==> config.mk <==
export PLATFORM = sky130hd
export DESIGN_NAME = usage_budget_and_resource_gate_top
export DESIGN_NICKNAME = d
export VERILOG_FILES = /design/src/sv/ubrg_pkg.sv /design/src/sv/usage_budget_and_resource_gate_top.sv
export SDC_FILE = /design/constraint.sdc
export NUM_CORES = 2
export LEC_CHECK = 0
export BUFFER_PORTS_ARGS = -buffer_cell sky130_fd_sc_hd__buf_4
export CAP_MARGIN = 20
export CORE_UTILIZATION = 55
export DETAILED_ROUTE_END_ITERATION = 8
export PLACE_DENSITY = 0.75
export SYNTH_ARGS = -nofsm -noshare
export SYNTH_HDL_FRONTEND = slang
export SYNTH_SLANG_ARGS = --single-unit
==> constraint.sdc <==
create_clock -name i_clk -period 6.65 [get_ports i_clk]
set_input_delay 0.665 -clock i_clk [delete_from_list [all_inputs] [get_ports i_clk]]
set_output_delay 0.665 -clock i_clk [all_outputs]
set_load 0.005 [all_outputs]
==> src/sv/ubrg_pkg.sv <==
// Package with the types, constants and budget check shared by the usage budget and resource gate.
package ubrg_pkg;

    localparam int unsigned BudgetWidth = 40;
    localparam int unsigned TimeWidth   = 16;
    localparam int unsigned PctWidth    = 7;
    localparam int unsigned CpuWidth    = 10;
    localparam int unsigned RunWidth    = 8;
    localparam int unsigned RssWidth    = 48;
    localparam int unsigned ProdWidth   = BudgetWidth + PctWidth;
    localparam int unsigned CfgIdxWidth = 3;
    localparam int unsigned CfgDataWidth = 48;

    localparam logic [ProdWidth-1:0] WarnScale = ProdWidth'(100);
    localparam logic [RunWidth-1:0]  RunMax    = '1;

    typedef enum logic [1:0] {
        MODE_USAGE    = 2'd0,
        MODE_RESOURCE = 2'd1,
        MODE_TIME     = 2'd2,
        MODE_UNUSED   = 2'd3
    } t_mode;

    typedef enum logic [CfgIdxWidth-1:0] {
        CFG_COST_CEILING   = 3'd0,
        CFG_TOKEN_CEILING  = 3'd1,
        CFG_TIME_LIMIT     = 3'd2,
        CFG_WARN_PERCENT   = 3'd3,
        CFG_CPU_LIMIT      = 3'd4,
        CFG_DEBOUNCE_COUNT = 3'd5,
        CFG_RSS_LIMIT      = 3'd6,
        CFG_NONE           = 3'd7
    } t_cfg_idx;

    typedef struct packed {
        logic over;
        logic warned;
        logic over_ev;
        logic warn_ev;
    } t_budget;

    // One budget check: the over flag latches once at the ceiling, and below it a
    // single warning is given when value*100 reaches warn_percent*ceiling.
    function automatic t_budget check_budget(
        input logic [BudgetWidth-1:0] value,
        input logic [BudgetWidth-1:0] ceiling,
        input logic [PctWidth-1:0]    warn_pct,
        input logic                   over,
        input logic                   warned
    );
        t_budget                res;
        logic [ProdWidth-1:0]   scaled_value;
        logic [ProdWidth-1:0]   warn_level;
        scaled_value = ProdWidth'(value) * WarnScale;
        warn_level   = ProdWidth'(warn_pct) * ProdWidth'(ceiling);
        res.over    = over;
        res.warned  = warned;
        res.over_ev = 1'b0;
        res.warn_ev = 1'b0;
        if (ceiling != '0) begin
            if (value >= ceiling) begin
                if (!over) begin
                    res.over    = 1'b1;
                    res.over_ev = 1'b1;
                end
            end else if (scaled_value >= warn_level && !warned) begin
                res.warned  = 1'b1;
                res.warn_ev = 1'b1;
            end
        end
        return res;
    endfunction

endpackage

==> src/sv/usage_budget_and_resource_gate_top.sv <==
// Top level of the usage budget monitor and debounced resource gate.
// An accepted input transaction passes the input register and then the result register.
// Throughput: one transaction per cycle while i_out_ready does not stall the result register;
// one pass of compares and six 40x7 multiplies between the two registers sets the cycle.
// Reset is synchronous and active low: it clears the over and warned flags, the CPU run count
// and the gate, and loads the configuration registers with their default values.
module usage_budget_and_resource_gate_top (
    input  logic        i_clk,
    input  logic        i_rst_n,
    input  logic        i_cfg_valid,
    output logic        o_cfg_ready,
    input  logic [ubrg_pkg::CfgIdxWidth-1:0]  i_cfg_index,
    input  logic [ubrg_pkg::CfgDataWidth-1:0] i_cfg_data,
    input  logic        i_in_valid,
    output logic        o_in_ready,
    input  logic [1:0]  i_mode,
    input  logic [39:0] i_tokens,
    input  logic [39:0] i_cost,
    input  logic [9:0]  i_cpu_load,
    input  logic [47:0] i_rss_bytes,
    input  logic [15:0] i_elapsed_minutes,
    output logic        o_out_valid,
    input  logic        i_out_ready,
    output logic        o_cost_over_event,
    output logic        o_cost_warn_event,
    output logic        o_token_over_event,
    output logic        o_token_warn_event,
    output logic        o_time_over_event,
    output logic        o_time_warn_event,
    output logic        o_gate_set_event,
    output logic        o_gate_cause,
    output logic        o_gate_clear_event,
    output logic        o_gate_active,
    output logic        o_block_autonomy
);

    // Configuration registers
    logic [ubrg_pkg::BudgetWidth-1:0] r_cost_ceiling;
    logic [ubrg_pkg::BudgetWidth-1:0] r_token_ceiling;
    logic [ubrg_pkg::TimeWidth-1:0]   r_time_limit;
    logic [ubrg_pkg::PctWidth-1:0]    r_warn_percent;
    logic [ubrg_pkg::CpuWidth-1:0]    r_cpu_limit;
    logic [ubrg_pkg::RunWidth-1:0]    r_debounce_count;
    logic [ubrg_pkg::RssWidth-1:0]    r_rss_limit;

    // Input register
    logic                             r_in_valid;
    ubrg_pkg::t_mode                  r_mode;
    logic [39:0]                      r_tokens;
    logic [39:0]                      r_cost;
    logic [9:0]                       r_cpu_load;
    logic [47:0]                      r_rss_bytes;
    logic [15:0]                      r_elapsed_minutes;

    // Block state
    logic r_cost_over, r_token_over, r_time_over;
    logic r_cost_warned, r_token_warned, r_time_warned;
    logic [ubrg_pkg::RunWidth-1:0] r_cpu_over_run;
    logic r_gate_on;

    // Result register
    logic r_out_valid;
    logic r_cost_over_ev, r_cost_warn_ev, r_token_over_ev, r_token_warn_ev;
    logic r_time_over_ev, r_time_warn_ev;
    logic r_gate_set_ev, r_gate_cause, r_gate_clear_ev, r_gate_active, r_block_autonomy;

    logic advance;

    ubrg_pkg::t_budget cost_chk, token_chk, time_chk;

    logic n_cost_over, n_token_over, n_time_over;
    logic n_cost_warned, n_token_warned, n_time_warned;
    logic [ubrg_pkg::RunWidth-1:0] n_cpu_over_run;
    logic n_gate_on;
    logic n_cost_over_ev, n_cost_warn_ev, n_token_over_ev, n_token_warn_ev;
    logic n_time_over_ev, n_time_warn_ev;
    logic n_gate_set_ev, n_gate_cause, n_gate_clear_ev;
    logic gate_mid;

    assign o_cfg_ready = 1'b1;
    assign advance     = r_in_valid && (!r_out_valid || i_out_ready);
    assign o_in_ready  = !r_in_valid || advance;

    assign cost_chk  = ubrg_pkg::check_budget(r_cost, r_cost_ceiling, r_warn_percent,
                                              r_cost_over, r_cost_warned);
    assign token_chk = ubrg_pkg::check_budget(r_tokens, r_token_ceiling, r_warn_percent,
                                              r_token_over, r_token_warned);
    assign time_chk  = ubrg_pkg::check_budget(ubrg_pkg::BudgetWidth'(r_elapsed_minutes),
                                              ubrg_pkg::BudgetWidth'(r_time_limit),
                                              r_warn_percent, r_time_over, r_time_warned);

    always_comb begin
        n_cost_over     = r_cost_over;
        n_token_over    = r_token_over;
        n_time_over     = r_time_over;
        n_cost_warned   = r_cost_warned;
        n_token_warned  = r_token_warned;
        n_time_warned   = r_time_warned;
        n_cpu_over_run  = r_cpu_over_run;
        n_gate_on       = r_gate_on;
        n_cost_over_ev  = 1'b0;
        n_cost_warn_ev  = 1'b0;
        n_token_over_ev = 1'b0;
        n_token_warn_ev = 1'b0;
        n_time_over_ev  = 1'b0;
        n_time_warn_ev  = 1'b0;
        n_gate_set_ev   = 1'b0;
        n_gate_cause    = 1'b0;
        n_gate_clear_ev = 1'b0;
        gate_mid        = r_gate_on;
        unique case (r_mode)
            ubrg_pkg::MODE_USAGE: begin
                n_cost_over     = cost_chk.over;
                n_cost_warned   = cost_chk.warned;
                n_cost_over_ev  = cost_chk.over_ev;
                n_cost_warn_ev  = cost_chk.warn_ev;
                n_token_over    = token_chk.over;
                n_token_warned  = token_chk.warned;
                n_token_over_ev = token_chk.over_ev;
                n_token_warn_ev = token_chk.warn_ev;
            end
            ubrg_pkg::MODE_TIME: begin
                n_time_over    = time_chk.over;
                n_time_warned  = time_chk.warned;
                n_time_over_ev = time_chk.over_ev;
                n_time_warn_ev = time_chk.warn_ev;
            end
            ubrg_pkg::MODE_RESOURCE: begin
                if (r_cpu_load >= r_cpu_limit) begin
                    if (r_cpu_over_run != ubrg_pkg::RunMax) begin
                        n_cpu_over_run = r_cpu_over_run + 1'b1;
                    end
                    if (!r_gate_on && n_cpu_over_run >= r_debounce_count) begin
                        gate_mid      = 1'b1;
                        n_gate_set_ev = 1'b1;
                    end
                end else begin
                    n_cpu_over_run = '0;
                    if (r_gate_on && r_rss_bytes < r_rss_limit) begin
                        gate_mid        = 1'b0;
                        n_gate_clear_ev = 1'b1;
                    end
                end
                n_gate_on = gate_mid;
                if (r_rss_bytes >= r_rss_limit && !gate_mid) begin
                    n_gate_on     = 1'b1;
                    n_gate_set_ev = 1'b1;
                    n_gate_cause  = 1'b1;
                end
            end
            ubrg_pkg::MODE_UNUSED: begin
                n_gate_on = r_gate_on;
            end
            default: begin
                n_gate_on = r_gate_on;
            end
        endcase
    end

    always_ff @(posedge i_clk) begin
        if (!i_rst_n) begin
            r_cost_ceiling   <= '0;
            r_token_ceiling  <= '0;
            r_time_limit     <= '0;
            r_warn_percent   <= ubrg_pkg::PctWidth'(80);
            r_cpu_limit      <= ubrg_pkg::CpuWidth'(90);
            r_debounce_count <= ubrg_pkg::RunWidth'(3);
            r_rss_limit      <= '1;
        end else if (i_cfg_valid) begin
            unique case (ubrg_pkg::t_cfg_idx'(i_cfg_index))
                ubrg_pkg::CFG_COST_CEILING:
                    r_cost_ceiling <= i_cfg_data[ubrg_pkg::BudgetWidth-1:0];
                ubrg_pkg::CFG_TOKEN_CEILING:
                    r_token_ceiling <= i_cfg_data[ubrg_pkg::BudgetWidth-1:0];
                ubrg_pkg::CFG_TIME_LIMIT:
                    r_time_limit <= i_cfg_data[ubrg_pkg::TimeWidth-1:0];
                ubrg_pkg::CFG_WARN_PERCENT:
                    r_warn_percent <= i_cfg_data[ubrg_pkg::PctWidth-1:0];
                ubrg_pkg::CFG_CPU_LIMIT:
                    r_cpu_limit <= i_cfg_data[ubrg_pkg::CpuWidth-1:0];
                ubrg_pkg::CFG_DEBOUNCE_COUNT:
                    r_debounce_count <= i_cfg_data[ubrg_pkg::RunWidth-1:0];
                ubrg_pkg::CFG_RSS_LIMIT:
                    r_rss_limit <= i_cfg_data[ubrg_pkg::RssWidth-1:0];
                default: begin
                end
            endcase
        end
    end

    always_ff @(posedge i_clk) begin
        if (!i_rst_n) begin
            r_in_valid <= 1'b0;
        end else if (o_in_ready) begin
            r_in_valid <= i_in_valid;
        end
        if (o_in_ready && i_in_valid) begin
            r_mode            <= ubrg_pkg::t_mode'(i_mode);
            r_tokens          <= i_tokens;
            r_cost            <= i_cost;
            r_cpu_load        <= i_cpu_load;
            r_rss_bytes       <= i_rss_bytes;
            r_elapsed_minutes <= i_elapsed_minutes;
        end
    end

    always_ff @(posedge i_clk) begin
        if (!i_rst_n) begin
            r_cost_over    <= 1'b0;
            r_token_over   <= 1'b0;
            r_time_over    <= 1'b0;
            r_cost_warned  <= 1'b0;
            r_token_warned <= 1'b0;
            r_time_warned  <= 1'b0;
            r_cpu_over_run <= '0;
            r_gate_on      <= 1'b0;
            r_out_valid    <= 1'b0;
        end else begin
            if (advance) begin
                r_cost_over    <= n_cost_over;
                r_token_over   <= n_token_over;
                r_time_over    <= n_time_over;
                r_cost_warned  <= n_cost_warned;
                r_token_warned <= n_token_warned;
                r_time_warned  <= n_time_warned;
                r_cpu_over_run <= n_cpu_over_run;
                r_gate_on      <= n_gate_on;
                r_out_valid    <= 1'b1;
            end else if (i_out_ready) begin
                r_out_valid <= 1'b0;
            end
        end
        if (advance) begin
            r_cost_over_ev   <= n_cost_over_ev;
            r_cost_warn_ev   <= n_cost_warn_ev;
            r_token_over_ev  <= n_token_over_ev;
            r_token_warn_ev  <= n_token_warn_ev;
            r_time_over_ev   <= n_time_over_ev;
            r_time_warn_ev   <= n_time_warn_ev;
            r_gate_set_ev    <= n_gate_set_ev;
            r_gate_cause     <= n_gate_cause;
            r_gate_clear_ev  <= n_gate_clear_ev;
            r_gate_active    <= n_gate_on;
            r_block_autonomy <= n_cost_over || n_token_over || n_time_over || n_gate_on;
        end
    end

    assign o_out_valid        = r_out_valid;
    assign o_cost_over_event  = r_cost_over_ev;
    assign o_cost_warn_event  = r_cost_warn_ev;
    assign o_token_over_event = r_token_over_ev;
    assign o_token_warn_event = r_token_warn_ev;
    assign o_time_over_event  = r_time_over_ev;
    assign o_time_warn_event  = r_time_warn_ev;
    assign o_gate_set_event   = r_gate_set_ev;
    assign o_gate_cause       = r_gate_cause;
    assign o_gate_clear_event = r_gate_clear_ev;
    assign o_gate_active      = r_gate_active;
    assign o_block_autonomy   = r_block_autonomy;

endmodule
# Yosys cells after proc, flatten, opt, wreduce, memory -nomap -nowiden
# Index checks and enable logic that the tools add are counted.
dict set report totals {
  regBits 353
  input_bits 212
  output_inout_bits 14
  wordCells 157
}
dict set report op_classes {
  n_addsub 1
  order_cmp 10
  multipliers 6
  muxes 44
  eq_ne 9
  n_reduce_logical 44
  bitwise 9
}
# op n
set op_table {}
lappend op_table {{47-bit >= comparator} 2}
lappend op_table {{7-bit by 40-bit multiplier with 47-bit output} 2}
lappend op_table {{40-bit by 5-bit multiplier with 45-bit output, second input constant} 2}
lappend op_table {{40-bit >= comparator} 2}
lappend op_table {{40-bit nonzero test} 2}
lappend op_table {{48-bit >= comparator} 1}
lappend op_table {{48-bit < comparator} 1}
lappend op_table {{1-bit 2-to-1 mux} 37}
lappend op_table {{8-bit 2-to-1 mux} 4}
lappend op_table {{23-bit >= comparator} 1}
lappend op_table {{7-bit by 16-bit multiplier with 23-bit output} 1}
lappend op_table {{16-bit by 5-bit multiplier with 21-bit output, second input constant} 1}
lappend op_table {{16-bit >= comparator} 1}
lappend op_table {{2-bit AND reduction} 8}
lappend op_table {{16-bit nonzero test} 1}
lappend op_table {{5-bit AND reduction} 3}
lappend op_table {{4-bit 2-to-1 mux} 3}
lappend op_table {{10-bit >= comparator} 1}
lappend op_table {{3-bit equality test, second input constant} 3}
lappend op_table {{1-bit NOT} 9}
lappend op_table {{3-bit AND reduction} 3}
lappend op_table {{3-bit OR reduction} 3}
lappend op_table {{8-bit by 1-bit adder with 8-bit output, second input constant} 1}
lappend op_table {{8-bit >= comparator} 1}
lappend op_table {{12 further kinds} 30}

# Depth between registers and ports, before layout
dict set report depth {
  word_depth 14
  ltp_mapped 34
}

# Worst setup path before layout
# Ideal clock, no wire load.
dict set report synth_path {
  path_kind {reg-to-reg}
  startpoint {register r_warn_percent[6] in the netlist's numbering}
  endpoint {register r_token_warn_ev, in the netlist o_token_warn_event (data pin)}
  synth_period_minus_slack_ns 7.191
  arrival_time_ns 6.922
  n_path_buf 2
  path_stages_with_launch 30
  path_slack_ns -0.541
  cell_sequence {dfxtp_1 -> clkbuf_1 -> clkbuf_1 -> nand2_1 -> fa_1 -> fa_1 -> inv_1 -> fa_1 -> inv_1 -> fa_1 -> inv_1 -> ha_1 -> and2_1 -> a221oi_4 -> a31oi_2 -> a311o_1 -> a41oi_2 -> o311ai_2 -> a2111o_1 -> a2111oi_2 -> nor3b_1 -> ha_1 -> a21oi_1 -> nor2b_1 -> o21ai_0 -> nand2b_1 -> a21oi_1 -> o221ai_1 -> a31oi_1 -> nor4_1}
}
dict set report synth_between {
  elab_chain_cells 4
}
# element line_no
set synth_rtl {}
lappend synth_rtl {{start: declaration} usage_budget_and_resource_gate_top.sv:41} ;# logic [ubrg_pkg::PctWidth-1:0] r_warn_percent;
lappend synth_rtl {{start signal: assignment} usage_budget_and_resource_gate_top.sv:165} ;# r_warn_percent <= ubrg_pkg::PctWidth'(80);
lappend synth_rtl {{start signal: assignment} usage_budget_and_resource_gate_top.sv:178} ;# r_warn_percent <= i_cfg_data[ubrg_pkg::PctWidth-1:0];
lappend synth_rtl {{7-bit by 40-bit multiplier with 47-bit output} ubrg_pkg.sv:55} ;# warn_level = ProdWidth'(warn_pct) * ProdWidth'(ceiling);
lappend synth_rtl {{47-bit >= comparator} ubrg_pkg.sv:66} ;# end else if (scaled_value >= warn_level && !warned) begin
lappend synth_rtl {{1-bit logical AND} ubrg_pkg.sv:66}
lappend synth_rtl {{1-bit 2-to-1 mux} ubrg_pkg.sv:66}
lappend synth_rtl {{end signal: assignment} usage_budget_and_resource_gate_top.sv:237} ;# r_token_warn_ev <= n_token_warn_ev;
lappend synth_rtl {{end: declaration} usage_budget_and_resource_gate_top.sv:63} ;# logic r_cost_over_ev, r_cost_warn_ev, r_token_over_ev, r_token_warn_ev;
# No other way between the ends.
# A chain may end at the register's enable or synchronous reset.

# Worst setup path after layout
dict set report layout_path {
  startpoint {register r_warn_percent[1] in the netlist's numbering}
  endpoint {register r_token_warn_ev, in the netlist o_token_warn_event (data pin)}
}
# Same word-level chain as after synthesis.

==> run_results.csv <==
group,metric,value,unit
setup_path,worstSetupStartpointType,"flip-flop",
setup_path,cp.required,6.97,ns
setup_path,r2r_slack,-0.39,ns
setup_path,crit_cells,26,
global_route,grt_util_all_layers,29.25,%
run_status,failed_checks,"setup timing",
logic_synthesis,async_reset_ff_share,0,%
setup_path,worst_r2r_endpoint,"o_token_warn_event",
placed_design,dp_hpwl,106000,um
setup_path,cp_max_fo,4,
logic_synthesis,ys.flop_type,"dfxtp_1",
routing,drtIter0Drc,2459,
die,start_util,55.49,%
placed_design,preCtsSetupSlack,-0.6819,ns
power_and_ir_drop,power.total,8.993,mW
power_and_ir_drop,peakVddDrop,221.7,uV
routing,avgViaCountPerCell,5.537,
clocking,cts_tree,"done",
setup_path,rr_startpoint,"r_warn_percent[1]",
layout,drive_gt1_share,16.58,%
setup_path,crit_path_end_kind,"flip-flop",
timing,fmax,142.1,MHz
setup_path,critical_path_buf_inv_count,4,
layout,fin_area,0.05799,sq mm
global_route,grt_max_degree,111,
clocking,cts.sinks,353,
die,ios,226,
timing,hold_viol_final,0,
clocking,insertion_delay,0.65,ns
timing,tightest_slew,0.9629,ns
clocking,ctsHoldBuffers,0,
setup_path,arrival,7.35,ns
setup_path,ff2ff_path_depth,26,
logic_synthesis,ys.warnings.count,0,
clocking,numCtsBuffers,42,
die,dieHeight,300.4,um
routing,wl,132700,um
die,rows,109,
clocking,clockRootBuffer,"clkbuf_16",
worst_hold_path,hold_path_class,"in -> reg",
logic_synthesis,syn_inst,5484,
setup_path,crit_path_start,"r_warn_percent[1]",
logic_synthesis,syn_area,0.04896,sq mm
placed_design,numPortBuffers,224,
global_route,grt_pass1_wl,210500,um
logic_synthesis,syn_nets,6970,
power_and_ir_drop,powerDensity,155.1,mW/mm^2
placed_design,finalWeightedCongestion,0.9260,
flow_run,maxCapViolations,0,
logic_synthesis,synth-seq-area-share,17.85,%
logic_synthesis,ys_ff_latch,353,
worst_hold_path,holdPathStages,1,
routing,avgRoutedWirePerCell,18.33,um
layout,nets,7521,
logic_synthesis,ys_types,79,
die,die-area,0.09022,sq mm
setup_path,path_delay_family,"compound AO/OA/AOI/OAI gates",
setup_path,cpPeakStageDelay,0.54,ns
global_route,grt_overflow,0,
setup_path,crit_type,"reg -> reg",
layout,area_delta_synth_final,18.43,%
logic_synthesis,synth_edf_count,167,
global_route,grt_pass1_vias,41420,
clocking,clk_pin_slew,0.07,ns
setup_path,cp_slowest_cell,"fa_1",
timing,slew_headroom,34.15,%
die,fp.dieW,300.4,um
timing,setup_viol_count_final,4,
setup_path,crit_end,"o_token_warn_event",
timing,fin_crit,7.036,ns
timing,final.setup.worst_slack,-0.3856,ns
placed_design,postPlaceCellArea,0.05497,sq mm
routing,num_vias,40090,
timing,fin_crit_sh,105.8,%
run_status,status,"complete, but fails checks",
clocking,h-tree-depth,2,
logic_synthesis,avgSynthCellArea,8.928,sq um
power_and_ir_drop,power_leakage,29.50,nW
global_route,antenna_found_initial,15,
die,core-area,0.08824,sq mm
routing,drc,0,
timing,rsz0062_at_grt,"true",
clocking,cts_buffer_depth,3,
routing,ant_nets,0,
routing,first_pass_iters,5,
timing,maxSlewViolCount,0,
timing,clock_skew,0.06052,ns
setup_path,critical_path.most_common_cell,"fa_1",
stage by stage:
stage / hold slack (ns) / setup TNS [ns] / utilization (%) / std cells
3_3_place_gp: 0.4319 / -2.168 / 62.30 / 7107
5_1_grt: 0.1653 / -2.459 / 65.71 / 7237
6_report: 0.1888 / -1.304 / 65.71 / 7240
3_5_place_dp: 0.4543 / -2.812 / 62.30 / 7107
4_1_cts: 0.1468 / -0.9368 / 64.91 / 7215
2_1_floorplan: 0.4212 / -0.04277 / - / 5484
cell usage after synthesis (all sizes together), types with 51 or more instances:
library cell    n  area [sq um]
nand2         605          2271
edfxtp        167          5015
clkbuf        229         859.6
a21oi         251          1267
nor2b          51         319.1
dfxtp         186          3724
and2          511          3197
nand4          56         350.3
nand3          58         290.3
a21boi        127         953.4
a21o          175          1314
xor2           72         630.6
fa            528         10570
nand2b         54         337.8
xnor2         116          1016
ha            746          9334
inv           896          3363
nor2          116         435.4
o211ai         60         450.4
o21ai         146         730.7
state kept, by name, summed over array words and instances (netlist names), 2 cells and up:
| name | cells |
|---|---|
| r_rss_limit | 48 |
| r_rss_bytes | 48 |
| r_warn_percent | 7 |
| r_cpu_over_run | 8 |
| r_cost | 40 |
| r_cost_ceiling | 40 |
| r_elapsed_minutes | 16 |
| r_time_limit | 16 |
| r_debounce_count | 8 |
| r_mode | 2 |
| r_cpu_load | 10 |
| r_tokens | 40 |
| r_token_ceiling | 40 |
| r_cpu_limit | 10 |
timing repair:
action	in CTS	in global routing
pin swaps	99	122
resized for setup	112	111
setup buffers	28	14
endpoints found under the setup margin	6	6
cloned	3	5
layout by cell type (no fill, tap or decap), types with 22 or more instances in the layout:
cell type | synthesis | layout
inv_1 | 896 | 885
o21bai_1 | 24 | 24
xnor2_1 | 116 | 114
buf_4 | 1 | 690
o21a_1 | 37 | 37
o21ai_0 | 137 | 115
ha_1 | 746 | 711
a21o_1 | 175 | 175
edfxtp_1 | 167 | 167
o211ai_1 | 60 | 60
dfxtp_1 | 186 | 173
and2_1 | 511 | 496
nor2b_1 | 51 | 51
a21boi_0 | 127 | 126
a31oi_1 | 24 | 22
ha_4 | 0 | 30
a21oi_2 | 3 | 26
nand3_1 | 58 | 53
nand2_1 | 605 | 600
nand4_1 | 56 | 56
o21ai_1 | 9 | 28
clkbuf_16 | 0 | 49
fa_1 | 528 | 514
nand2b_1 | 54 | 54
xor2_1 | 72 | 72
nor2_1 | 116 | 109
nor4_1 | 34 | 33
a21oi_1 | 248 | 223
nor3_1 | 38 | 32
worst min-delay path by stage:
stage               slack (ns)      startpoint              to
floorplan                 0.42  r_token_warned  r_token_warned
global placement          0.43  r_token_warned  r_token_warned
detailed placement        0.45  r_token_warned  r_token_warned
CTS                       0.15      i_cost[32]      r_cost[32]
global route              0.17      i_cost[32]      r_cost[32]
finish                    0.19      i_cost[30]      r_cost[30]
kinds of logic after synthesis:
kind of cell	after synthesis	synth area share, %
other	1	0.007659
buffers and inverters	1128	8.655
adder cells (fa/ha/maj)	1274	40.65
AND/OR/NAND/NOR	1584	16.40
AO/OA/AOI/OAI	954	13.03
multiplexers	2	0.04344
flip-flops	353	17.85
XOR/XNOR	188	3.363
layer usage:
layer,global-route usage [%],up-vias,share of wire [%]
met4,13.48,20,5.0
met2,49.76,1218,48
met1,35.38,19400,40
li1,-,19080,-
met5,0,-,0.10
met3,6.171,370,7.1
power by group:
part	total, mW	switching [mW]	internal, mW
Combinational	4.07	2.20	1.87
Sequential	2.47	0.0976	2.37
Clock	2.45	1.06	1.39
Total	8.99	3.36	5.64
layout make-up:
class | instances | area [sq um]
antenna | 6 | 15.01
multi-input combinational | 4003 | 36890
timing repair buffer | 739 | 6042
fill | 7032 | 30250
tap | 1165 | 1458
clock inverter | 16 | 212.7
sequential | 353 | 8770
clock buffer | 62 | 1239
inverter | 896 | 3363
No activity file was read; power rests on OpenSTA's default activity.
